### config.mk
export PLATFORM = sky130hd
export DESIGN_NAME = list_dedup_keep_last
export DESIGN_NICKNAME = d
export VERILOG_FILES = /design/src/sv/ldkl_pkg.sv /design/src/sv/list_dedup_keep_last.sv /design/src/sv/ldkl_ctrl.sv /design/src/sv/ldkl_datapath.sv
export SDC_FILE = /design/constraint.sdc
export NUM_CORES = 2
export LEC_CHECK = 0
export BUFFER_PORTS_ARGS = -buffer_cell sky130_fd_sc_hd__buf_4
export CAP_MARGIN = 20
export CORE_MARGIN = 1
export CORE_UTILIZATION = 42
export DETAILED_ROUTE_END_ITERATION = 16
export GPL_TIMING_DRIVEN = 0
export RECOVER_POWER = 25
export SLEW_MARGIN = 10
export SYNTH_ARGS = -nofsm -noshare
export SYNTH_HDL_FRONTEND = slang
export SYNTH_HIERARCHICAL = 1
export SYNTH_SLANG_ARGS = --single-unit
export TNS_END_PERCENT = 20
### constraint.sdc
create_clock -name clock -period 6.7 [get_ports clock]
set_input_delay 1.34 -clock clock [delete_from_list [all_inputs] [get_ports clock]]
set_output_delay 1.34 -clock clock [all_outputs]
set_load 0.02 [all_outputs]
### src/sv/ldkl_pkg.sv
package ldkl_pkg;

   localparam int WORD_W = 32;

   typedef struct packed {
      logic signed [WORD_W-1:0] value;
      logic                     end_of_list;
   } req_type;

   typedef struct packed {
      logic signed [WORD_W-1:0] kept_value;
      logic                     last_kept;
      logic                     overflowed;
   } rsp_type;

   // controller to datapath
   typedef struct packed {
      logic load;
      logic count;
      logic read;
      logic check;
      logic flush;
   } ldkl_cmd_type;

   // datapath to controller
   typedef struct packed {
      logic full;
      logic end_seen;
      logic idx_last;
   } ldkl_sts_type;

endpackage

### src/sv/list_dedup_keep_last.sv
// Loads a list of signed 32-bit words, one per start, and on the word marked
// end_of_list emits the list with repeats removed, keeping the last copy of
// each value (the first word is always kept). Each stored word is then matched
// against the key table, which updates its count. After the end word the stored
// list is walked word by word (list memory read, then key match and count
// decrement), and a final step releases the final result and clears the tables;
// busy stays high throughout.
// Results appear on rsp_strobe for one cycle each and cannot be held off.
// Words beyond DEPTH are dropped and flagged in overflowed.
module list_dedup_keep_last
   import ldkl_pkg::*;
#(
   parameter int DEPTH = 32
)
(
   input  logic    clock,
   input  logic    reset,
   input  logic    start,
   output logic    busy,
   input  req_type req_data,
   output logic    rsp_strobe,
   output rsp_type rsp_data
);

   ldkl_cmd_type cmd;
   ldkl_sts_type sts;

   ldkl_ctrl u_ctrl (
      .clock (clock),
      .reset (reset),
      .start (start),
      .busy  (busy),
      .sts   (sts),
      .cmd   (cmd)
   );

   ldkl_datapath #(
      .DEPTH (DEPTH)
   ) u_datapath (
      .clock      (clock),
      .reset      (reset),
      .req_data   (req_data),
      .cmd        (cmd),
      .sts        (sts),
      .rsp_strobe (rsp_strobe),
      .rsp_data   (rsp_data)
   );

endmodule

### src/sv/ldkl_ctrl.sv
module ldkl_ctrl
   import ldkl_pkg::*;
(
   input  logic         clock,
   input  logic         reset,
   input  logic         start,
   output logic         busy,
   input  ldkl_sts_type sts,
   output ldkl_cmd_type cmd
);

   typedef enum logic [2:0] {
      ST_IDLE,
      ST_COUNT,
      ST_READ,
      ST_CHECK,
      ST_FLUSH
   } state_type;

   state_type state_ff, state_in;

   assign busy = (state_ff != ST_IDLE);

   always_comb begin
      cmd      = '0;
      state_in = state_ff;
      case (state_ff)
         ST_IDLE: begin
            if (start) begin
               cmd.load = 1'b1;
               if (!sts.full) begin
                  state_in = ST_COUNT;
               end else if (start && sts.full) begin
                  // list already full: drop the word, emit if it ends the list
                  state_in = ST_IDLE;
               end
            end
         end
         ST_COUNT: begin
            cmd.count = 1'b1;
            state_in  = sts.end_seen ? ST_READ : ST_IDLE;
         end
         ST_READ: begin
            cmd.read = 1'b1;
            state_in = ST_CHECK;
         end
         ST_CHECK: begin
            cmd.check = 1'b1;
            state_in  = sts.idx_last ? ST_FLUSH : ST_READ;
         end
         ST_FLUSH: begin
            cmd.flush = 1'b1;
            state_in  = ST_IDLE;
         end
         default: begin
            state_in = ST_IDLE;
         end
      endcase
   end

   // an end-marked word that arrives on a full list skips counting
   logic full_end;
   assign full_end = (state_ff == ST_IDLE) && start && sts.full && sts.end_seen;

   always_ff @(posedge clock) begin
      if (reset) begin
         state_ff <= ST_IDLE;
      end else if (full_end) begin
         state_ff <= ST_READ;
      end else begin
         state_ff <= state_in;
      end
   end

endmodule

### src/sv/ldkl_datapath.sv
module ldkl_datapath
   import ldkl_pkg::*;
#(
   parameter int DEPTH = 32
)
(
   input  logic         clock,
   input  logic         reset,
   input  req_type      req_data,
   input  ldkl_cmd_type cmd,
   output ldkl_sts_type sts,
   output logic         rsp_strobe,
   output rsp_type      rsp_data
);

   localparam int IDX_W = $clog2(DEPTH);
   localparam int CNT_W = $clog2(DEPTH + 1);

   // list storage
   logic [WORD_W-1:0] mem [DEPTH];
   logic [WORD_W-1:0] rd_ff;

   logic [CNT_W-1:0]  fill_ff;
   logic [IDX_W-1:0]  idx_ff;
   logic              overflow_ff;
   logic              end_ff;
   logic [WORD_W-1:0] hold_ff;

   // key table
   logic [WORD_W-1:0] key_ff    [DEPTH];
   logic [CNT_W-1:0]  kcount_ff [DEPTH];
   logic [DEPTH-1:0]  kvalid_ff;
   logic [CNT_W-1:0]  kfill_ff;

   logic [WORD_W-1:0] pend_ff;
   logic              pend_valid_ff;

   logic              rsp_strobe_ff;
   rsp_type           rsp_data_ff;

   logic              full;
   logic [WORD_W-1:0] cmp_value;
   logic [DEPTH-1:0]  match;
   logic [DEPTH-1:0]  dup;
   logic              any_match;
   logic              drop;
   logic              idx_last;

   assign full      = (fill_ff == CNT_W'(DEPTH));
   assign cmp_value = cmd.check ? rd_ff : hold_ff;

   always_comb begin
      for (int k = 0; k < DEPTH; k++) begin
         match[k] = kvalid_ff[k] && (key_ff[k] == cmp_value);
         dup[k]   = match[k] && (kcount_ff[k] > CNT_W'(1));
      end
   end

   assign any_match = |match;
   assign drop      = (idx_ff != '0) && (|dup);
   assign idx_last  = ((CNT_W'(idx_ff) + CNT_W'(1)) == fill_ff);

   assign sts.full     = full;
   assign sts.end_seen = cmd.load ? req_data.end_of_list : end_ff;
   assign sts.idx_last = idx_last;

   always_ff @(posedge clock) begin
      if (cmd.load && !full) begin
         mem[fill_ff[IDX_W-1:0]] <= req_data.value;
      end
      if (cmd.read) begin
         rd_ff <= mem[idx_ff];
      end
   end

   always_ff @(posedge clock) begin
      if (cmd.load) begin
         hold_ff <= req_data.value;
      end
   end

   always_ff @(posedge clock) begin
      if (reset) begin
         fill_ff     <= '0;
         idx_ff      <= '0;
         overflow_ff <= 1'b0;
         end_ff      <= 1'b0;
      end else begin
         if (cmd.load) begin
            end_ff <= req_data.end_of_list;
            idx_ff <= '0;
            if (full) begin
               overflow_ff <= 1'b1;
            end else begin
               fill_ff <= fill_ff + CNT_W'(1);
            end
         end
         if (cmd.check) begin
            idx_ff <= idx_ff + IDX_W'(1);
         end
         if (cmd.flush) begin
            fill_ff     <= '0;
            overflow_ff <= 1'b0;
            end_ff      <= 1'b0;
         end
      end
   end

   // key payload: count up on load, count down on a dropped duplicate
   always_ff @(posedge clock) begin
      for (int k = 0; k < DEPTH; k++) begin
         if (cmd.count) begin
            if (match[k]) begin
               kcount_ff[k] <= kcount_ff[k] + CNT_W'(1);
            end else if (!any_match && (kfill_ff[IDX_W-1:0] == IDX_W'(k))) begin
               key_ff[k]    <= hold_ff;
               kcount_ff[k] <= CNT_W'(1);
            end
         end
         if (cmd.check && drop && match[k]) begin
            kcount_ff[k] <= kcount_ff[k] - CNT_W'(1);
         end
      end
   end

   always_ff @(posedge clock) begin
      if (reset) begin
         kvalid_ff <= '0;
         kfill_ff  <= '0;
      end else if (cmd.flush) begin
         kvalid_ff <= '0;
         kfill_ff  <= '0;
      end else if (cmd.count && !any_match) begin
         kvalid_ff[kfill_ff[IDX_W-1:0]] <= 1'b1;
         kfill_ff                       <= kfill_ff + CNT_W'(1);
      end
   end

   // hold each kept word back by one so the final one can carry last_kept
   always_ff @(posedge clock) begin
      if (reset) begin
         pend_valid_ff <= 1'b0;
         rsp_strobe_ff <= 1'b0;
      end else begin
         rsp_strobe_ff <= ((cmd.check && !drop) || cmd.flush) && pend_valid_ff;
         if (cmd.check && !drop) begin
            pend_valid_ff <= 1'b1;
         end
         if (cmd.flush) begin
            pend_valid_ff <= 1'b0;
         end
      end
   end

   always_ff @(posedge clock) begin
      if (cmd.check && !drop) begin
         pend_ff                <= rd_ff;
         rsp_data_ff.kept_value <= pend_ff;
         rsp_data_ff.last_kept  <= 1'b0;
         rsp_data_ff.overflowed <= overflow_ff;
      end
      if (cmd.flush) begin
         rsp_data_ff.kept_value <= pend_ff;
         rsp_data_ff.last_kept  <= 1'b1;
         rsp_data_ff.overflowed <= overflow_ff;
      end
   end

   assign rsp_strobe = rsp_strobe_ff;
   assign rsp_data   = rsp_data_ff;

endmodule
* Yosys cells after proc, flatten, opt, wreduce, memory -nomap -nowiden
Memory sizes are Yosys's and may differ from the RTL's. A register that Yosys moved wholly into a read port is not among the register bits.
Cells that the tools add are included.
** Cells by class
- Add/sub/neg operators :: 68
- Mux-type cells :: 468
- Order comparisons :: 34
- Div/mod/pow operators :: 0
- Reduce and logical (&&, ||, !) cells :: 188
- $mul :: 0
- Equality and inequality tests :: 73
- Bitwise gates (word level) :: 66
- Shift-type cells :: 0
** Operator list (count)
- 32-bit OR reduction :: 33
- 32-bit equality test :: 32
- 32-bit 2-to-1 mux :: 32
- 6-bit 2-to-1 mux :: 64
- 1-bit 2-to-1 mux :: 329
- 6-bit by 1-bit adder with 6-bit output (second input constant) :: 34
- 6-bit by 1-bit greater-than comparator with 1-bit output (second input constant) :: 32
- 6-bit by 1-bit subtractor with 6-bit output (second input constant) :: 32
- 5-bit 2-to-1 mux :: 33
- 1-bit logical AND :: 139
- 5-bit equality test (second input constant) :: 16
- 34-bit 2-to-1 mux :: 2
- 1-bit bitwise OR :: 64
- 5-bit by 4-bit equality test with 1-bit output (second input constant) :: 8
- 32-bit bitwise OR :: 1
- 5-bit by 3-bit equality test with 1-bit output (second input constant) :: 4
- 3-bit 2-to-1 mux :: 4
- 3-bit one-hot mux with 4 select lines :: 1
- 5-bit by 2-bit equality test with 1-bit output (second input constant) :: 2
- 2-bit AND reduction :: 4
- 5-bit by 1-bit adder with 6-bit output (second input constant) :: 1
- 3-bit by 2-bit equality test with 1-bit output (second input constant) :: 2
- 6-bit equality test :: 1
- 6-bit equality test (second input constant) :: 1
- 21 further kinds :: 26
** Word-level totals
- Bits in writable memories :: 2240
- ROM bits :: 0
- Output and inout port bits :: 36
- Bits in latches :: 0
- Register bits :: 154
- Memories :: 3
** Memory list
- u_datapath.key_ff :: depth 32, bits a word 32, rd ports 32, clocked after Yosys merged registers in 0, write ports 1, line ldkl_datapath.sv:30 : logic [WORD_W-1:0] key_ff [DEPTH];
- u_datapath.mem :: depth 32, bits a word 32, rd ports 1, clocked after Yosys merged registers in 1, write ports 1, line ldkl_datapath.sv:20 : logic [WORD_W-1:0] mem [DEPTH];
- u_datapath.kcount_ff :: depth 32, bits a word 6, rd ports 32, clocked after Yosys merged registers in 0, write ports 32, line ldkl_datapath.sv:31 : logic [CNT_W-1:0] kcount_ff [DEPTH];

* Logic depth before layout (Yosys ltp)
- Depth after elaboration :: 44
- Gate-level depth with buffers :: 23
- Gate-level depth less buffers :: 16

* Cells and area by module
The synthesis kept the hierarchy.
** By module, submodules not included
- ldkl_datapath :: cells an instance 7353, times used 1, area each 107873.5 µm², seq. area each 72199.2 µm²
- ldkl_ctrl :: cells an instance 21, times used 1, area each 177.7 µm², seq. area each 60.1 µm²

* Least setup slack after synthesis
OpenSTA, ideal clock, no wires.
- Path kind :: register -> register
- Start :: register u_ctrl.state_ff[0]
- End :: memory u_datapath/kcount_ff[0][3] (netlist name) (data pin)
- Buffers on the path :: 7
- Cell stages (with the launch flop) :: 22
- Setup slack :: -0.286 ns
- Arrival :: 6.725 ns
- Required time :: 6.439 ns
- Cell sequence :: dfxtp_1 nand2b_1 nor2_1 buf_6 buf_8 mux2i_4 buf_4 buf_4 buf_2 xnor2_1 nor3_1 nand4_1 or3_1 buf_2 nand4_1 nor2_1 nand4_1 buf_2 nor3_1 nor2_1 a32o_1 a221o_1
** RTL lines
- start, declared :: line ldkl_ctrl.sv:20 : state_type state_ff, state_in;
- start signal, assigned :: line ldkl_ctrl.sv:71 : state_ff <= state_in;
- end, declared :: line ldkl_datapath.sv:31

==> impl_metrics.csv <==
group,metric,value,unit
outcome,outcome,"finished with violations",
outcome,violations,"max-capacitance violations, max-slew violations, negative setup slack",
cts,clk_path_buf_depth,4,
cts,cts_tree,"done",
logic_synthesis,syn_area,108000,um2
floorplan,io_pins,72,
layout,layout_commonest_cell,"edfxtp_1",
routing,via_per_inst,6.20,
logic_synthesis,avgSynthCellArea,14.7,um2
layout,drive_gt1_frac,0.152,
worst_setup_path,r2r_setup_slack,-220,ps
logic_synthesis,yosys_warnings,6,
pwr,intPower,25600,uW
sta,finalHoldViolCount,0,
logic_synthesis,synth-edff-count,2369,
sta,max_slew.worst_pin.slew,1620,ps
worst_setup_path,slowest_delay,650,ps
logic_synthesis,dominantRegCellSynth,"edfxtp_1",
logic_synthesis,synthDistinctLibCells,98,
logic_synthesis,netlist_instances,7374,
cts,insertion_delay,940,ps
worst_setup_path,crit_top_cell,"buf_8",
routing,drtIter0Drc,9801,
pwr,power_density,261,nW/um2
routing,wl_met1,139,mm
run,cap_viol_max_count,19,
cts,cts.sinks,2425,
sta,fin_ws,-217,ps
layout,fin_nets,8127,
grt,grt_pass1_wl,518,mm
grt,antenna_found_initial,27,
sta,slew_headroom,-0.0786,
cts,htreeDepth,5,
worst_setup_path,cp.required,7310,ps
place,port_buffers,71,
floorplan,dieArea,259000,um2
floorplan,die_h,509,um
logic_synthesis,syn-num-nets,7518,
sta,finClkSkew,69.8,ps
pwr,netSwitchingPower,7550,uW
cts,numCtsBuffers,278,
sta,rsz0062_at_grt,"true",
place,hpwl,262,mm
sta,maxSlewViolCount,547,
routing,wl_met2,177,mm
layout,most-common-layout-cells,"edfxtp_1, xnor2_1, nor4_1, nand2_1, clkbuf_16",
grt,grt_use_total,0.286,
place,dpl_worst_slack,-2130,ps
routing,top_layer_used,"met5",
routing,dr_wl_met3,37.8,mm
sta,fmax,145,MHz
routing,wl_per_cell,32.6,um
floorplan,die_x,509,um
worst_setup_path,crit_type,"reg -> reg",
hold_path,min_path_type,"reg -> reg",
grt,grt_pass1_vias,67578,
routing,first_pass_iters,8,
cts,ctsHoldBuffers,0,
pwr,peakVddDrop,281,uV
logic_synthesis,ys_seq_elements,2425,
sta,period_needed,6920,ps
worst_setup_path,cp_data_arrival_time,7530,ps
pwr,p_seq_frac,0.508,
worst_setup_path,path_buf_inv,10,
pwr,swShare,0.228,
pwr,power.leakage,0.0383,uW
place,finalWeightedCongestion,0.962,
grt,grt_max_degree,38,
cts,path_clk_slew,50,ps
worst_setup_path,path_max_fanout,14,
logic_synthesis,synth_seq_area_share,0.669,
pwr,pwr-share-clk,0.429,
floorplan,num_rows,185,
worst_setup_path,cp-start-kind,"register",
routing,wl,377,mm
sta,setup_viol,73,
worst_setup_path,crit_chain,"clkbuf_1, buf_16, mux2i_4, buf_6, buf_6, xnor2_1, nor4_1, nand4_1, nor4_2, a2111oi_2, buf_1, nand4_1, o311ai_4, buf_12, buf_8, buf_8, clkbuf_1, buf_8, nand2b_1, a21o_1",
layout,n_fill_cell,21239,
pwr,p_comb_frac,0.063,
routing,drc_errors,0,
sta,hold_slack,460,ps
layout,area_growth,17.4,%
cts,cts_root_buf,"clkbuf_16",
grt,grt-ovfl-total,0,
worst_setup_path,endpoint_kind,"register",
logic_synthesis,async_reset_ff_frac,0,
worst_setup_path,crit_slowest_cell,"o311ai_4",
floorplan,core-area,255000,um2
routing,ant_nets,0,
worst_setup_path,crit_family,"buffers and inverters",
sta,finalCritPeriodShare,1.03,
routing,dr_total_vias,71652,
floorplan,start_util,0.424,
==> per-stage QoR <==
step	area (um2)	util	power [uW]	cells	setup TNS (ps)
4_1_cts	127000	0.497	33200	11529	-4380
3_3_place_gp	113000	0.443	18900	10811	-5301830
2_1_floorplan	108000	-	18000	7374	-194
6_report	127000	0.498	33100	11554	-4200
3_5_place_dp	117000	0.461	19100	11024	-1149700
5_1_grt	127000	0.498	33800	11542	-3440
==> kinds of logic (layout without fill, tap and decap cells) <==
group / after synthesis / after routing / share of synthesized area
adders and majority gates: 108 / 108 / 0.0125
buffers and inverters: 514 / 1314 / 0.0224
xor gates and xnor gates: 998 / 998 / 0.0809
AOI/OAI and AO/OA: 926 / 926 / 0.0588
and+or+nand+nor: 1948 / 1948 / 0.0960
muxes: 455 / 455 / 0.0607
other: 0 / 14 / 0
DFF: 2425 / 2425 / 0.669
==> synthesized netlist by cell type, drive strengths merged (24+ instances only) <==
master   number  area [um2]
o21a         32         240
o22ai        55         344
o21ai       216        1080
a21oi       187         943
nand2b       41         257
or4          27         203
nand3       145         726
buf         180        1160
clkbuf      156         586
ha          108        1350
dfxtp        56        1120
nor4b        26         234
or3          87         549
xor2         24         210
nor2        299        1160
mux2         90        1010
nand2       382        1430
xnor2       974        8530
nor3        178         896
mux4        128        2880
edfxtp     2369       71100
mux2i       237        2660
a221oi       62         543
a2111oi      31         284
nor2b        36         225
inv         178         668
nand4       133         832
a31oi        40         256
nor4        461        2910
o221ai      118        1030
nand3b       37         278
==> layout make-up <==
type                       instances  area [um2]  area share
antenna                           14        35.0    0.000276
buffer                           332        2240      0.0176
clock buffer                     380        7610      0.0600
clock inverter                    91         647     0.00510
inverter                         178         718     0.00566
multi-input combinational       4435       34200       0.270
sequential                      2425       72300       0.570
tap                             3366        4210      0.0332
timing repair buffer             332        4890      0.0386
timing repair inverter             1        7.51   0.0000592
==> power groups by stage <==
stage          Sequential [uW]  Clock, uW  Combinational, uW
3_5_place_dp             17100          0               1960
4_1_cts                  16800      14300               2050
3_3_place_gp             17400          0               1490
2_1_floorplan            17100          0                834
6_report                 16800      14200               2100
5_1_grt                  16800      14900               2100
==> flip-flops by register name, summed over array words and instances (netlist names), 3 cells and up <==
name and cells:
u_datapath/kvalid_ff 32, u_datapath/key_ff 1024, u_datapath/kcount_ff 192, u_datapath/rsp_data 34, u_datapath/mem 1024, u_ctrl/state_ff 3
u_datapath/idx_ff 5, u_datapath/rd_ff 32, u_datapath/hold_ff 32, u_datapath/kfill_ff 5, u_datapath/fill_ff 6, u_datapath/pend_ff 32
==> worst reg2reg max path, stage by stage, from the launching register on <==
cell and delay, ps:
edfxtp_1 450, clkbuf_1 570, buf_16 430, mux2i_4 280
buf_6 300, buf_6 370, xnor2_1 190, nor4_1 90
nand4_1 270, nor4_2 170, a2111oi_2 370, buf_1 220
nand4_1 510, o311ai_4 660, buf_12 260, buf_8 270
buf_8 240, clkbuf_1 230, buf_8 220, nand2b_1 160
a21o_1 340
==> final timing paths <==
check | start | to | cells past startpoint
setup / recovery | u_datapath/hold_ff[5]$_DFFE_PP_ | u_datapath/kcount_ff[0][63]$_DFFE_PP_ | 20
hold / removal | u_datapath/kvalid_ff[17]$_SDFFE_PP0P_ | u_datapath/kvalid_ff[17]$_SDFFE_PP0P_ | 1
setup reg to reg | u_datapath/hold_ff[5]$_DFFE_PP_ | u_datapath/kcount_ff[0][63]$_DFFE_PP_ | 20
hold reg to reg | u_datapath/kvalid_ff[17]$_SDFFE_PP0P_ | u_datapath/kvalid_ff[17]$_SDFFE_PP0P_ | 1
==> timing repair <==
item,CTS,global route
setup endpoints to repair,1318,477
gates cloned,1,0
resized for setup,238,61
pin swaps,6,0
buffers inserted,36,4
==> metal layers <==
| metal | GRT usage | vias to the layer above |
|---|---|---|
| li1 | - | 29999 |
| met1 | 0.364 | 36270 |
| met2 | 0.466 | 4395 |
| met3 | 0.0510 | 974 |
| met4 | 0.153 | 14 |
| met5 | 0 | - |
No activity file was read; power rests on OpenSTA's default activity.
